<file path="config.mk">
export PLATFORM = sky130hd
export DESIGN_NAME = key_state_to_events_with_repeat_unit
export DESIGN_NICKNAME = d
export VERILOG_FILES = /design/src/kstr_pkg.sv /design/src/kstr_front.sv /design/src/kstr_queue.sv /design/src/kstr_back.sv /design/src/key_state_to_events_with_repeat_unit.sv
export SDC_FILE = /design/constraint.sdc
export NUM_CORES = 1
export LEC_CHECK = 0
export BUFFER_PORTS_ARGS = -buffer_cell sky130_fd_sc_hd__buf_2
export CORE_AREA = 2 2 203 205
export CTS_CLUSTER_DIAMETER = 150
export DETAILED_ROUTE_END_ITERATION = 16
export DIE_AREA = 0 0 205 207
export PLACE_DENSITY = 0.77
export SKIP_LAST_GASP = 1
export SYNTH_ARGS = -nofsm -noshare
export SYNTH_HDL_FRONTEND = slang
export SYNTH_SLANG_ARGS = --single-unit
export TNS_END_PERCENT = 30
</file>
<file path="constraint.sdc">
create_clock -name clk -period 5.7 [get_ports clk]
set_input_delay 1.14 -clock clk [delete_from_list [all_inputs] [get_ports clk]]
set_output_delay 1.14 -clock clk [all_outputs]
set_load 0.05 [all_outputs]
</file>
<file path="src/kstr_pkg.sv">
`timescale 1ns / 1ps
// ----------------------------------------------------------------------------
// kstr_pkg: shared types and constants for the key event block
// Holds the event kinds, register indexes, reset values and the frame
// descriptor that travels from the front end to the event sequencer.
// ----------------------------------------------------------------------------
package kstr_pkg;

  typedef enum logic [1:0] {
    EV_PRESS       = 2'd0,
    EV_RELEASE     = 2'd1,
    EV_RELEASE_ALL = 2'd2,
    EV_TAP         = 2'd3
  } event_kind_t;

  typedef enum logic [1:0] {
    REG_MIN_GAP         = 2'd0,
    REG_HOLD_THRESHOLD  = 2'd1,
    REG_REPEAT_INTERVAL = 2'd2
  } reg_index_t;

  localparam logic [15:0] MIN_GAP_RESET         = 16'd30;
  localparam logic [15:0] HOLD_THRESHOLD_RESET  = 16'd300;
  localparam logic [15:0] REPEAT_INTERVAL_RESET = 16'd30;

  localparam logic [7:0] MOD_CODE_BASE = 8'h80;

  // Event slots of one frame, in output order.
  localparam int EVENT_SLOTS    = 10;
  localparam int SLOT_MOD_FIRST = 0;
  localparam int SLOT_MOD_LAST  = 3;
  localparam int SLOT_REL_A     = 4;
  localparam int SLOT_PRESS_A   = 5;
  localparam int SLOT_REL_B     = 6;
  localparam int SLOT_PRESS_B   = 7;
  localparam int SLOT_REL_ALL   = 8;
  localparam int SLOT_TAP       = 9;

  localparam int QUEUE_DEPTH_DEFAULT = 4;

  typedef struct packed {
    logic [EVENT_SLOTS-1:0] mask;       // which slots produce an event
    logic [3:0]             mod_press;  // per modifier slot: press, else release
    logic [7:0]             old_a;
    logic [7:0]             new_a;
    logic [7:0]             old_b;
    logic [7:0]             new_b;
  } frame_desc_t;

endpackage

</file>
<file path="src/kstr_front.sv">
`timescale 1ns / 1ps
// ----------------------------------------------------------------------------
// kstr_front: frame filter and classifier
// Checks the minimum gap, tracks key state and typematic timing, and turns
// each accepted frame into a descriptor of the events it causes.
// ----------------------------------------------------------------------------
module kstr_front (
  input  logic                   clk,
  input  logic                   rst,
  input  logic                   cfg_write,
  input  logic [1:0]             cfg_index,
  input  logic [15:0]            cfg_data,
  input  logic                   accept,
  input  logic [31:0]            now_ms,
  input  logic [7:0]             modifier_bits,
  input  logic [7:0]             key_a,
  input  logic [7:0]             key_b,
  output logic                   desc_push,
  output kstr_pkg::frame_desc_t  desc
);

  logic [15:0] min_gap_ms;
  logic [15:0] hold_delay_ms;
  logic [15:0] repeat_period_ms;

  // The held key always equals the previous slot a code, so prev_key_a
  // doubles as the typematic key.
  logic [7:0]  prev_modifiers;
  logic [7:0]  prev_key_a;
  logic [7:0]  prev_key_b;
  logic [31:0] last_accept_ms;
  logic [31:0] hold_begin_ms;
  logic [31:0] last_tap_ms;
  logic        repeating;

  logic [31:0] gap_delta;
  logic [31:0] hold_delta;
  logic [31:0] tap_delta;
  logic        gap_ok;
  logic        frame_ok;
  logic        tap_fire;
  logic        all_zero;
  logic        any_old;

  always_ff @(posedge clk) begin
    if (rst) begin
      min_gap_ms       <= kstr_pkg::MIN_GAP_RESET;
      hold_delay_ms    <= kstr_pkg::HOLD_THRESHOLD_RESET;
      repeat_period_ms <= kstr_pkg::REPEAT_INTERVAL_RESET;
    end else if (cfg_write) begin
      unique case (cfg_index)
        kstr_pkg::REG_MIN_GAP:         min_gap_ms       <= cfg_data;
        kstr_pkg::REG_HOLD_THRESHOLD:  hold_delay_ms    <= cfg_data;
        kstr_pkg::REG_REPEAT_INTERVAL: repeat_period_ms <= cfg_data;
        default: ;
      endcase
    end
  end

  always_comb begin
    gap_delta  = now_ms - last_accept_ms;
    hold_delta = now_ms - hold_begin_ms;
    tap_delta  = now_ms - last_tap_ms;
    gap_ok     = gap_delta >= {16'd0, min_gap_ms};
    frame_ok   = accept && gap_ok;
    tap_fire   = (key_a != 8'd0) && (key_a == prev_key_a) &&
                 (hold_delta >= {16'd0, hold_delay_ms}) &&
                 (!repeating || (tap_delta >= {16'd0, repeat_period_ms}));
    all_zero   = (modifier_bits == 8'd0) && (key_a == 8'd0) && (key_b == 8'd0);
    any_old    = (prev_modifiers != 8'd0) || (prev_key_a != 8'd0) ||
                 (prev_key_b != 8'd0);

    desc.mask      = '0;
    desc.mod_press = modifier_bits[3:0];
    desc.old_a     = prev_key_a;
    desc.new_a     = key_a;
    desc.old_b     = prev_key_b;
    desc.new_b     = key_b;
    for (int i = 0; i < 4; i++) begin
      desc.mask[i] = modifier_bits[i] ^ prev_modifiers[i];
    end
    desc.mask[kstr_pkg::SLOT_REL_A]   = (key_a != prev_key_a) && (prev_key_a != 8'd0);
    desc.mask[kstr_pkg::SLOT_PRESS_A] = (key_a != prev_key_a) && (key_a != 8'd0);
    desc.mask[kstr_pkg::SLOT_REL_B]   = (key_b != prev_key_b) && (prev_key_b != 8'd0);
    desc.mask[kstr_pkg::SLOT_PRESS_B] = (key_b != prev_key_b) && (key_b != 8'd0);
    desc.mask[kstr_pkg::SLOT_REL_ALL] = all_zero && any_old;
    desc.mask[kstr_pkg::SLOT_TAP]     = tap_fire;

    desc_push = frame_ok && (desc.mask != '0);
  end

  always_ff @(posedge clk) begin
    if (rst) begin
      prev_modifiers <= '0;
      prev_key_a     <= '0;
      prev_key_b     <= '0;
      last_accept_ms <= '0;
      hold_begin_ms  <= '0;
      last_tap_ms    <= '0;
      repeating      <= 1'b0;
    end else if (frame_ok) begin
      prev_modifiers <= modifier_bits;
      prev_key_a     <= key_a;
      prev_key_b     <= key_b;
      last_accept_ms <= now_ms;
      if (key_a == 8'd0) begin
        hold_begin_ms <= '0;
        last_tap_ms   <= '0;
        repeating     <= 1'b0;
      end else if (key_a != prev_key_a) begin
        hold_begin_ms <= now_ms;
        last_tap_ms   <= '0;
        repeating     <= 1'b0;
      end else if (tap_fire) begin
        last_tap_ms <= now_ms;
        repeating   <= 1'b1;
      end
    end
  end

endmodule

</file>
<file path="src/kstr_queue.sv">
`timescale 1ns / 1ps
// ----------------------------------------------------------------------------
// kstr_queue: descriptor queue between front end and sequencer
// A small circular buffer of frame descriptors with a fill count.
// ----------------------------------------------------------------------------
module kstr_queue #(
  parameter int Depth = kstr_pkg::QUEUE_DEPTH_DEFAULT
) (
  input  logic                   clk,
  input  logic                   rst,
  input  logic                   wr_en,
  input  kstr_pkg::frame_desc_t  wr_data,
  output logic                   full,
  input  logic                   rd_en,
  output logic                   rd_valid,
  output kstr_pkg::frame_desc_t  rd_data
);

  localparam int PtrW = (Depth > 1) ? $clog2(Depth) : 1;
  localparam int CntW = $clog2(Depth + 1);

  kstr_pkg::frame_desc_t entries [Depth];
  logic [PtrW-1:0] wr_ptr;
  logic [PtrW-1:0] rd_ptr;
  logic [CntW-1:0] count;
  logic            do_wr;
  logic            do_rd;

  assign full     = (count == CntW'(Depth));
  assign rd_valid = (count != '0);
  assign rd_data  = entries[rd_ptr];
  assign do_wr    = wr_en && !full;
  assign do_rd    = rd_en && rd_valid;

  always_ff @(posedge clk) begin
    if (do_wr) begin
      entries[wr_ptr] <= wr_data;
    end
  end

  always_ff @(posedge clk) begin
    if (rst) begin
      wr_ptr <= '0;
      rd_ptr <= '0;
      count  <= '0;
    end else begin
      if (do_wr) begin
        wr_ptr <= (wr_ptr == PtrW'(Depth - 1)) ? '0 : wr_ptr + 1'b1;
      end
      if (do_rd) begin
        rd_ptr <= (rd_ptr == PtrW'(Depth - 1)) ? '0 : rd_ptr + 1'b1;
      end
      if (do_wr && !do_rd) begin
        count <= count + 1'b1;
      end else if (do_rd && !do_wr) begin
        count <= count - 1'b1;
      end
    end
  end

endmodule

</file>
<file path="src/kstr_back.sv">
`timescale 1ns / 1ps
// ----------------------------------------------------------------------------
// kstr_back: event sequencer
// Walks the event mask of one descriptor lowest slot first and emits one
// event per cycle into an output register while that register is free or popped.
// ----------------------------------------------------------------------------
module kstr_back (
  input  logic                   clk,
  input  logic                   rst,
  input  logic                   desc_valid,
  input  kstr_pkg::frame_desc_t  desc_in,
  output logic                   desc_take,
  output logic                   out_valid,
  input  logic                   out_pop,
  output logic [1:0]             event_kind,
  output logic [7:0]             event_code,
  output logic                   last_event
);

  kstr_pkg::frame_desc_t        cur;
  logic [kstr_pkg::EVENT_SLOTS-1:0] cur_mask;
  logic [kstr_pkg::EVENT_SLOTS-1:0] rest_mask;
  logic [3:0]                   slot;
  logic                         emit;
  kstr_pkg::event_kind_t        kind_sel;
  logic [7:0]                   code_sel;

  always_comb begin
    slot = '0;
    for (int i = kstr_pkg::EVENT_SLOTS - 1; i >= 0; i--) begin
      if (cur_mask[i]) begin
        slot = 4'(i);
      end
    end
    // Clearing the lowest set bit leaves the events still to come.
    rest_mask = cur_mask & (cur_mask - 1'b1);
    emit      = (cur_mask != '0) && (!out_valid || out_pop);
    desc_take = desc_valid && ((cur_mask == '0) || (emit && (rest_mask == '0)));

    kind_sel = kstr_pkg::EV_PRESS;
    code_sel = '0;
    unique case (slot) inside
      [4'(kstr_pkg::SLOT_MOD_FIRST):4'(kstr_pkg::SLOT_MOD_LAST)]: begin
        kind_sel = cur.mod_press[slot[1:0]] ? kstr_pkg::EV_PRESS : kstr_pkg::EV_RELEASE;
        code_sel = kstr_pkg::MOD_CODE_BASE + {6'd0, slot[1:0]};
      end
      4'(kstr_pkg::SLOT_REL_A): begin
        kind_sel = kstr_pkg::EV_RELEASE;
        code_sel = cur.old_a;
      end
      4'(kstr_pkg::SLOT_PRESS_A): begin
        kind_sel = kstr_pkg::EV_PRESS;
        code_sel = cur.new_a;
      end
      4'(kstr_pkg::SLOT_REL_B): begin
        kind_sel = kstr_pkg::EV_RELEASE;
        code_sel = cur.old_b;
      end
      4'(kstr_pkg::SLOT_PRESS_B): begin
        kind_sel = kstr_pkg::EV_PRESS;
        code_sel = cur.new_b;
      end
      4'(kstr_pkg::SLOT_REL_ALL): begin
        kind_sel = kstr_pkg::EV_RELEASE_ALL;
        code_sel = 8'd0;
      end
      4'(kstr_pkg::SLOT_TAP): begin
        kind_sel = kstr_pkg::EV_TAP;
        code_sel = cur.new_a;
      end
      default: begin
        kind_sel = kstr_pkg::EV_PRESS;
        code_sel = 8'd0;
      end
    endcase
  end

  always_ff @(posedge clk) begin
    if (rst) begin
      cur_mask  <= '0;
      out_valid <= 1'b0;
    end else begin
      if (desc_take) begin
        cur_mask <= desc_in.mask;
      end else if (emit) begin
        cur_mask <= rest_mask;
      end
      if (emit) begin
        out_valid <= 1'b1;
      end else if (out_pop) begin
        out_valid <= 1'b0;
      end
    end
  end

  always_ff @(posedge clk) begin
    if (desc_take) begin
      cur <= desc_in;
    end
    if (emit) begin
      event_kind <= kind_sel;
      event_code <= code_sel;
      last_event <= (rest_mask == '0);
    end
  end

endmodule

</file>
<file path="src/key_state_to_events_with_repeat_unit.sv">
`timescale 1ns / 1ps
// ----------------------------------------------------------------------------
// key_state_to_events_with_repeat_unit: keyboard snapshots to key events
// Turns timestamped keyboard state snapshots into press, release,
// release-all and typematic tap events for the primary key.
// ----------------------------------------------------------------------------
// Path: the first event of a frame passes the queue, the sequencer's mask
// register and the output register. Throughput: one frame per cycle at the
// input while the descriptor queue has room; events leave one per cycle while
// the receiver pops, and a frame makes at most ten events.
// Reset (rst, synchronous): registers return to 30/300/30 ms, key state and
// timestamps clear to zero, the queue and the result register empty.
module key_state_to_events_with_repeat_unit #(
  parameter int QueueDepth = kstr_pkg::QUEUE_DEPTH_DEFAULT
) (
  input  logic        clk,
  input  logic        rst,
  // Configuration writes, taken at once.
  input  logic        cfg_write,
  input  logic [1:0]  cfg_index,
  input  logic [15:0] cfg_data,
  // Frame input: a transfer happens when push is high and full is low.
  input  logic        push,
  output logic        full,
  input  logic [31:0] now_ms,
  input  logic [7:0]  modifier_bits,
  input  logic [7:0]  key_a,
  input  logic [7:0]  key_b,
  // Event output: a transfer happens when pop is high and empty is low.
  output logic        empty,
  input  logic        pop,
  output logic [1:0]  event_kind,
  output logic [7:0]  event_code,
  output logic        last_event
);

  // The front end decides everything about a frame in the cycle it arrives,
  // including its state updates, so a frame may follow in the next cycle.
  // Frames that are dropped by the gap check or cause no events never reach
  // the queue.
  logic                  accept;
  logic                  desc_push;
  kstr_pkg::frame_desc_t desc_front;
  kstr_pkg::frame_desc_t desc_back;
  logic                  desc_valid;
  logic                  desc_take;
  logic                  out_valid;

  assign accept = push && !full;
  assign empty  = !out_valid;

  kstr_front u_front (
    .clk           (clk),
    .rst           (rst),
    .cfg_write     (cfg_write),
    .cfg_index     (cfg_index),
    .cfg_data      (cfg_data),
    .accept        (accept),
    .now_ms        (now_ms),
    .modifier_bits (modifier_bits),
    .key_a         (key_a),
    .key_b         (key_b),
    .desc_push     (desc_push),
    .desc          (desc_front)
  );

  // Full is taken from the queue even for frames that would push nothing;
  // the front end keeps its state and the sequencer drains independently.
  kstr_queue #(
    .Depth (QueueDepth)
  ) u_queue (
    .clk      (clk),
    .rst      (rst),
    .wr_en    (desc_push),
    .wr_data  (desc_front),
    .full     (full),
    .rd_en    (desc_take),
    .rd_valid (desc_valid),
    .rd_data  (desc_back)
  );

  // The sequencer loads the next descriptor in the cycle it emits the last
  // event of the current one, so events of successive frames run gap-free.
  kstr_back u_back (
    .clk        (clk),
    .rst        (rst),
    .desc_valid (desc_valid),
    .desc_in    (desc_back),
    .desc_take  (desc_take),
    .out_valid  (out_valid),
    .out_pop    (pop),
    .event_kind (event_kind),
    .event_code (event_code),
    .last_event (last_event)
  );

endmodule

</file>
==> flow_summary_export.csv, run 1 <==
group,metric,value,unit
setup_path,required,6.21,ns
finish,final_cells,2955,
synthesis,yosys.area_share.simple,11.1,%
pwr,cellLeakagePower,10.6,nW
setup_path,reg2reg_setup_slack,0.54,ns
pwr,pwr-share-clk,27.7,%
timing,finalHoldViolations,0,
pwr,p_int,0.00697,W
finish,final_cell_mix,"231 x edfxtp_1, 200 x inv_1, 187 x buf_4, 187 x dfxtp_1, 175 x nand2_1",
setup_path,end_kind,"register",
drt,drtIter0Drc,1779,
placed_design,place_hpwl,44400,um
clock_tree,path_clk_slew,0.06,ns
timing,slew_headroom,27.0,%
global_routing,grt_pass1_wl,95200,um
global_routing,grt_max_degree,92,
finish,layout-drive-gt1-share,21.4,%
min_path,hp-start,"u_front.repeat_period_ms[11]$_SDFFE_PP0P_",
synthesis,yosysTopAreaCell,"edfxtp_1",
min_path,holdPathStages,2,
drt,drc,0,
floorplanning,die_h,207,um
placed_design,gp_congestion,0.912,
pwr,seqPwrFrac,38.6,%
global_routing,track_usage,28.6,%
setup_path,worstSetupPathType,"in2reg",
synthesis,synth_seq_cells,420,
clock_tree,clockRootBuffer,"clkbuf_16",
clock_tree,clkLatencyLatePin,0.59,ns
run,cap_violations,0,
timing,fin_crit,5.51,ns
synthesis,synth_seq_area_share,47.4,%
clock_tree,ctsHtreeMaxLevel,2,
min_path,hold_end,"u_front.repeat_period_ms[11]$_SDFFE_PP0P_",
floorplanning,core_region_area,40400,um2
timing,period_share,96.7,%
synthesis,synth_top_family_by_area,"compound AO/OA/AOI/OAI gates",
finish,diodes,0,
setup_path,worstRegToRegCells,26,
synthesis,syn_nets,2359,
synthesis,yosysWarnings,0,
clock_tree,cts_tree,"done",
clock_tree,ctsLongestPathBuffers,3,
finish,n_fill_cell,2985,
timing,fmax,0.181,GHz
synthesis,synth_xor_area_share,3.25,%
synthesis,synth_compound_area_share,16.4,%
synthesis,synth.area.top_cells,"edfxtp_1 31%, dfxtp_1 17%, ha_1 8.1%",
placed_design,place_inst,2862,
synthesis,synth.avg_cell_area,10.6,um2
synthesis,ys_async_sr_fraction,0,%
setup_path,timing.rr.end,"u_queue.count[2]$_SDFFE_PP0P_",
drt,drt_pass1_iterations,5,
timing,setup_tns,0,ns
pwr,peakVddDrop,338,uV
floorplanning,io_pins,92,
synthesis,synthMuxAreaShare,8.09,%
clock_tree,cts_buffers,46,
drt,viasPerCell,6.05,
floorplanning,rows,74,
global_routing,grt_pass1_vias,17400,
finish,final_cell_area,27000,um2
synthesis,synthAdderAreaFrac,8.53,%
floorplanning,die_x,205,um
finish,area_growth,19.2,%
drt,wire_per_inst,21.0,um
pwr,p_sw,0.00364,W
drt,via_count,17900,
synthesis,ys_types,85,
pwr,pwr-share-comb,33.7,%
synthesis,synth.top_cell.area_share,30.7,%
clock_tree,cts.sinks,420,
outcome,outcome,"complete, no violations",
synthesis,syn_inst,2129,
placed_design,place_area,25100,um2
drt,totalWireLength,62000,um
pwr,swShare,34.4,%
timing,final_max_slew_viol_count,0,
floorplanning,initial_utilization,56.0,%
synthesis,synthFlopType,"edfxtp_1",
pwr,power_density,394,nW/um2
finish,final_common_cell,"edfxtp_1",
min_path,hold_class,"reg2reg",
placed_design,portBuffers,91,
finish,fin_nets,2615,
timing,worstMarginPinSlew,1.09,ns
timing,whs,0.455,ns
drt,drtAntennaViolNets,0,
global_routing,grt_overflow,0,
timing,setup_viol,0,
floorplanning,dieArea,42400,um2
setup_path,r2r-start,"u_front.last_tap_ms[1]$_SDFFE_PP0P_",
finish,seq_area,10700,um2
setup_path,cp.arrival,6.02,ns
timing,skew,0.0184,ns
synthesis,synth_area,22600,um2
setup_path,critPathLaunchType,"input port",
finish,multi_input_area,11000,um2
global_routing,antenna_found_initial,1,
setup_path,critPathMaxFanout,4,
synthesis,synth_edf_count,231,
## state kept, by name, summed over array words and instances (netlist names), 10 cells and up, named ones only
signal and count:
u_front.hold_begin_ms 32, u_back.cur 36, u_back.cur_mask 10, u_queue.entries 184, u_front.min_gap_ms 16, u_front.last_tap_ms 32, u_front.repeat_period_ms 16, u_front.hold_delay_ms 16
u_front.last_accept_ms 32
## synthesized netlist by cell type (5+ instances only)
cell type / n
o31ai_1: 9
a31oi_1: 11
or4_1: 10
nor3_1: 23
o32ai_1: 13
a221o_1: 11
o21bai_1: 15
a22o_1: 33
nand2_1: 175
ha_1: 147
a211o_1: 21
nor2b_1: 14
mux2i_1: 76
a21o_1: 32
nor3b_1: 6
o21a_1: 19
clkbuf_1: 62
xor2_1: 40
o211ai_1: 14
or2_2: 5
o2111ai_1: 7
nand2b_1: 29
nand3_1: 28
inv_1: 202
dfxtp_1: 189
mux4_2: 46
o32ai_2: 21
xnor2_1: 44
and3_1: 7
nand4_1: 27
a211oi_1: 15
buf_2: 15
nor4_1: 17
and2_1: 11
or3_1: 10
a221oi_1: 8
edfxtp_1: 231
nor2_1: 160
o21ai_0: 62
a21oi_1: 176
## critical path, cell delays in order
cell	delay, ns
buf_2	0.14
inv_4	0.09
ha_2	0.23
fa_2	0.23
nand2b_1	0.17
a21oi_2	0.09
buf_4	0.14
o41a_1	0.36
buf_4	0.16
a21oi_1	0.26
a31oi_1	0.25
xor2_1	0.20
a2111oi_0	0.77
o2111ai_4	0.29
o2bb2a_4	0.32
o211a_1	0.23
ha_2	0.19
inv_2	0.06
fa_2	0.19
xor2_1	0.08
or3_1	0.31
a21oi_1	0.11
## final cells by class
cell class	instances	area share (%)
clock buffers	67	4.79
clock inverters	19	0.798
inverters	202	2.82
multi-input cells	1417	41.0
flip-flops and latches	420	39.8
well taps	532	2.47
repair buffers	298	8.38
## layer usage
| metal | wire [um] | up-vias | GRT usage [%] |
|---|---|---|---|
| met5 | 0 | - | 0 |
| met4 | 1630 | 0 | 8.31 |
| met3 | 4680 | 116 | 4.03 |
| met2 | 29400 | 693 | 46.6 |
| met1 | 26200 | 8737 | 39.9 |
| li1 | - | 8339 | - |
## worst max path at each step
| stage | start | cells past startpoint | slack, ns | end |
|---|---|---|---|---|
| CTS | now_ms[0] | 26 | 0.002 | u_queue.count[2]$_SDFFE_PP0P_ |
| finish | now_ms[0] | 22 | 0.19 | u_queue.count[2]$_SDFFE_PP0P_ |
| floorplan | now_ms[0] | 21 | -0.42 | u_queue.entries[2][0]$_DFFE_PP_ |
| global placement | now_ms[0] | 27 | -0.55 | u_queue.count[2]$_SDFFE_PP0P_ |
| detailed placement | now_ms[0] | 27 | -0.75 | u_queue.count[2]$_SDFFE_PP0P_ |
| global route | now_ms[4] | 26 | -0.02 | u_queue.count[2]$_SDFFE_PP0P_ |
## power groups by stage
stage,combinational (W),sequential [W],clock (W)
floorplan,0.00217,0.00416,0
global placement,0.00331,0.00412,0
detailed placement,0.00340,0.00415,0
CTS,0.00344,0.00410,0.00298
global route,0.00385,0.00414,0.00309
finish,0.00357,0.00410,0.00294
## metrics by stage
step           setup slack [ns]  total power [W]  util, %
2_1_floorplan            -0.417          0.00633        -
3_3_place_gp             -0.549          0.00742     62.2
3_5_place_dp             -0.746          0.00756     62.2
4_1_cts                 0.00237           0.0105     65.9
5_1_grt                 -0.0191           0.0111     66.8
6_report                  0.189           0.0106     66.8
## kinds of logic after synthesis
group,after synthesis
xor gates and xnor gates,84
adders and majority gates,152
DFF,420
AOI/OAI and AO/OA,520
muxes,125
buffers and inverters,292
and+or+nand+nor,536
## timing repair
item,4_1_cts,5_1_grt
hold buffers,0,0
pin swaps,3,51
resized for setup,4,67
endpoints found under the setup margin,58,214
buffers inserted,1,6
gates cloned,0,0
No activity file was read; power rests on OpenSTA's default activity.
==> run 2: changes to the inputs <==
- CORE_AREA: 2 2 203 205 -> 2 2 144 287
- DIE_AREA: 0 0 205 207 -> 0 0 146 289
==> run 2 against run 1 <==
The flow now finishes with violations (negative setup slack). Highest routed layer is now met5. Final cell count increased by 1.1%. Worst hold slack improved by 0.0069 ns. Sequential cell count is the same. Die area is 0.57% lower. Sequential share of layout area fell by 0.55 points. Critical endpoint unchanged. Power is 0.77% higher.
==> flow_summary_export.csv, run 2 (synthesized netlist as in run 1, its figures left out) <==
group,metric,value,unit
drt,wire_per_inst,23.9,um
setup_path,path_buf_inv,6,
floorplanning,core_region_area,40100,um2
setup_path,cp_top_family,"compound AO/OA/AOI/OAI gates",
clock_tree,cts.sinks,420,
pwr,swShare,34.5,%
timing,skew,0.0161,ns
placed_design,place_hpwl,52600,um
setup_path,r2r-start,"u_front.last_tap_ms[1]$_SDFFE_PP0P_",
clock_tree,path_clk_slew,0.07,ns
pwr,pwr-share-clk,26.6,%
floorplanning,die_h,289,um
setup_path,required,6.18,ns
clock_tree,ctsLongestPathBuffers,3,
setup_path,end_kind,"register",
finish,final_cell_mix,"231 x edfxtp_1, 226 x buf_4, 199 x inv_1, 187 x dfxtp_1, 173 x nand2_1",
pwr,cellLeakagePower,10.8,nW
timing,fin_crit,5.73,ns
finish,final_common_cell,"edfxtp_1",
global_routing,grt_use_met2,63.2,%
setup_path,crit_cells,29,
global_routing,grt_pass1_wl,105000,um
global_routing,track_usage,32.6,%
timing,final_max_slew_viol_count,0,
drt,drt_pass1_iterations,6,
finish,largest_reg_flops,184,
global_routing,grt_overflow,0,
outcome,outcome,"finished with violations",
drt,drtIter0Drc,1222,
placed_design,portBuffers,91,
outcome,violations,"negative setup slack",
timing,setup_tns,-0.0345,ns
pwr,seqPwrFrac,38.5,%
finish,final_cell_area,27300,um2
drt,via_count,18300,
drt,totalWireLength,71500,um
floorplanning,die_x,146,um
pwr,p_sw,0.00369,W
run,cap_violations,0,
setup_path,cp_slowest_cell,"fa_2",
min_path,hp-start,"u_front.hold_delay_ms[13]$_SDFFE_PP0P_",
finish,area_growth,20.8,%
timing,period_share,101,%
setup_path,critPathMaxFanout,4,
clock_tree,clkLatencyLatePin,0.56,ns
floorplanning,dieArea,42200,um2
placed_design,place_area,25400,um2
clock_tree,ctsHtreeMaxLevel,2,
finish,fin_nets,2653,
timing,whs,0.462,ns
timing,setup_viol,1,
min_path,holdPathStages,2,
drt,drc,0,
clock_tree,hold_buffers,0,
timing,worstMarginPinSlew,0.985,ns
timing,slew_headroom,34.3,%
clock_tree,clockRootBuffer,"clkbuf_16",
pwr,p_int,0.00701,W
timing,rsz0062_at_grt,"true",
finish,top_register,"u_queue.entries",
global_routing,grt_max_degree,104,
placed_design,dpl_worst_slack,-0.766,ns
drt,drtAntennaViolNets,0,
timing,finalHoldViolations,0,
timing,fin_ws,-0.0345,ns
global_routing,top_usage_layer,"met2",
finish,reg.largest.list,"u_queue.entries: 184 flops, u_back.cur: 36 flops",
clock_tree,cts_buffers,38,
setup_path,critPathLaunchType,"input port",
setup_path,reg2reg_setup_slack,0.29,ns
finish,n_fill_cell,3001,
setup_path,timing.rr.end,"u_queue.count[2]$_SDFFE_PP0P_",
floorplanning,initial_utilization,56.5,%
min_path,hold_class,"reg2reg",
pwr,peakVddDrop,424,uV
setup_path,worstSetupPathType,"in2reg",
clock_tree,cts_tree,"done",
drt,viasPerCell,6.14,
floorplanning,io_pins,92,
finish,fin_util,68.2,%
setup_path,worstRegToRegCells,27,
pwr,power_density,391,nW/um2
floorplanning,rows,104,
finish,layout-drive-gt1-share,22.8,%
setup_path,cp.arrival,6.22,ns
timing,fmax,0.174,GHz
setup_path,cpMostUsedCell,"a21oi_2",
placed_design,gp_congestion,0.967,
min_path,hold_end,"u_front.hold_delay_ms[13]$_SDFFE_PP0P_",
pwr,pwr-share-comb,35.0,%
setup_path,cpPeakStageDelay,0.38,ns
global_routing,grt_use_met1,29.6,%
global_routing,met3_usage,4.22,%
global_routing,antenna_found_initial,6,
global_routing,grt_pass1_vias,19200,
==> run 2: changes by cell type in the layout (fill, tap and decap cells not counted), moves of 5 or more <==
cell,previous run,this run
ha_4,4,9
buf_4,187,226
clkbuf_1,16,8
bufinv_16,2,7
o21ai_1,5,10
and2_4,1,6
buf_6,2,7
==> run 2: worst min-delay path: cells and delay by family (launching register included) <==
family             cells  cell delay (ns)
and+or+nand+nor        1             0.05
AOI/OAI and AO/OA      1             0.05
DFF                    1             0.31
==> run 2: worst max-delay path by stage <==
stage                                            endpoint      start  slack [ns]
after floorplan           u_queue.entries[2][0]$_DFFE_PP_  now_ms[0]       -0.42
after global placement      u_queue.count[2]$_SDFFE_PP0P_  now_ms[3]       -0.68
after detailed placement    u_queue.count[2]$_SDFFE_PP0P_  now_ms[3]       -0.77
after CTS                   u_queue.count[2]$_SDFFE_PP0P_  now_ms[3]       0.003
after global routing        u_queue.count[2]$_SDFFE_PP0P_  now_ms[0]       -0.24
final                       u_queue.count[2]$_SDFFE_PP0P_  now_ms[0]       -0.03
==> run 2: metal layers <==
layer	up-vias	part of all wire, %
met5	-	0.018
met4	2	10
met3	330	4.7
met2	725	54
met1	8862	31
li1	8410	-
==> run 2: cell type report <==
type	count	area (um2)	area share, %
Antenna cell	4	10.0	0.0366
Clock buffer	50	1060	3.87
Clock inverter	20	307	1.12
Inverter	202	763	2.79
Multi-Input combinational cell	1417	11100	40.5
Sequential cell	420	10700	39.2
Tap cell	530	663	2.43
Timing Repair Buffer	344	2730	9.99
==> run 2: metrics by stage <==
| stage | cells | total power [W] |
|---|---|---|
| final | 2987 | 0.0107 |
| after detailed placement | 2891 | 0.00767 |
| after global routing | 2987 | 0.0111 |
| after floorplan | 2129 | 0.00633 |
| after CTS | 2969 | 0.0105 |
| after global placement | 2891 | 0.00756 |
==> run 2: repair_timing <==
item / 4_1_cts / 5_1_grt
endpoints found under the setup margin: 28 / 283
gates cloned: 0 / 4
buffers inserted: 8 / 10
pin swaps: 18 / 60
gates resized for setup: 20 / 70
==> run 2: power by group through the flow <==
stage | combinational (W) | sequential, W | clock [W]
floorplan | 0.00217 | 0.00416 | 0
global placement | 0.00343 | 0.00413 | 0
detailed placement | 0.00351 | 0.00416 | 0
CTS | 0.00356 | 0.00411 | 0.00286
global route | 0.00399 | 0.00415 | 0.00296
finish | 0.00374 | 0.00411 | 0.00284
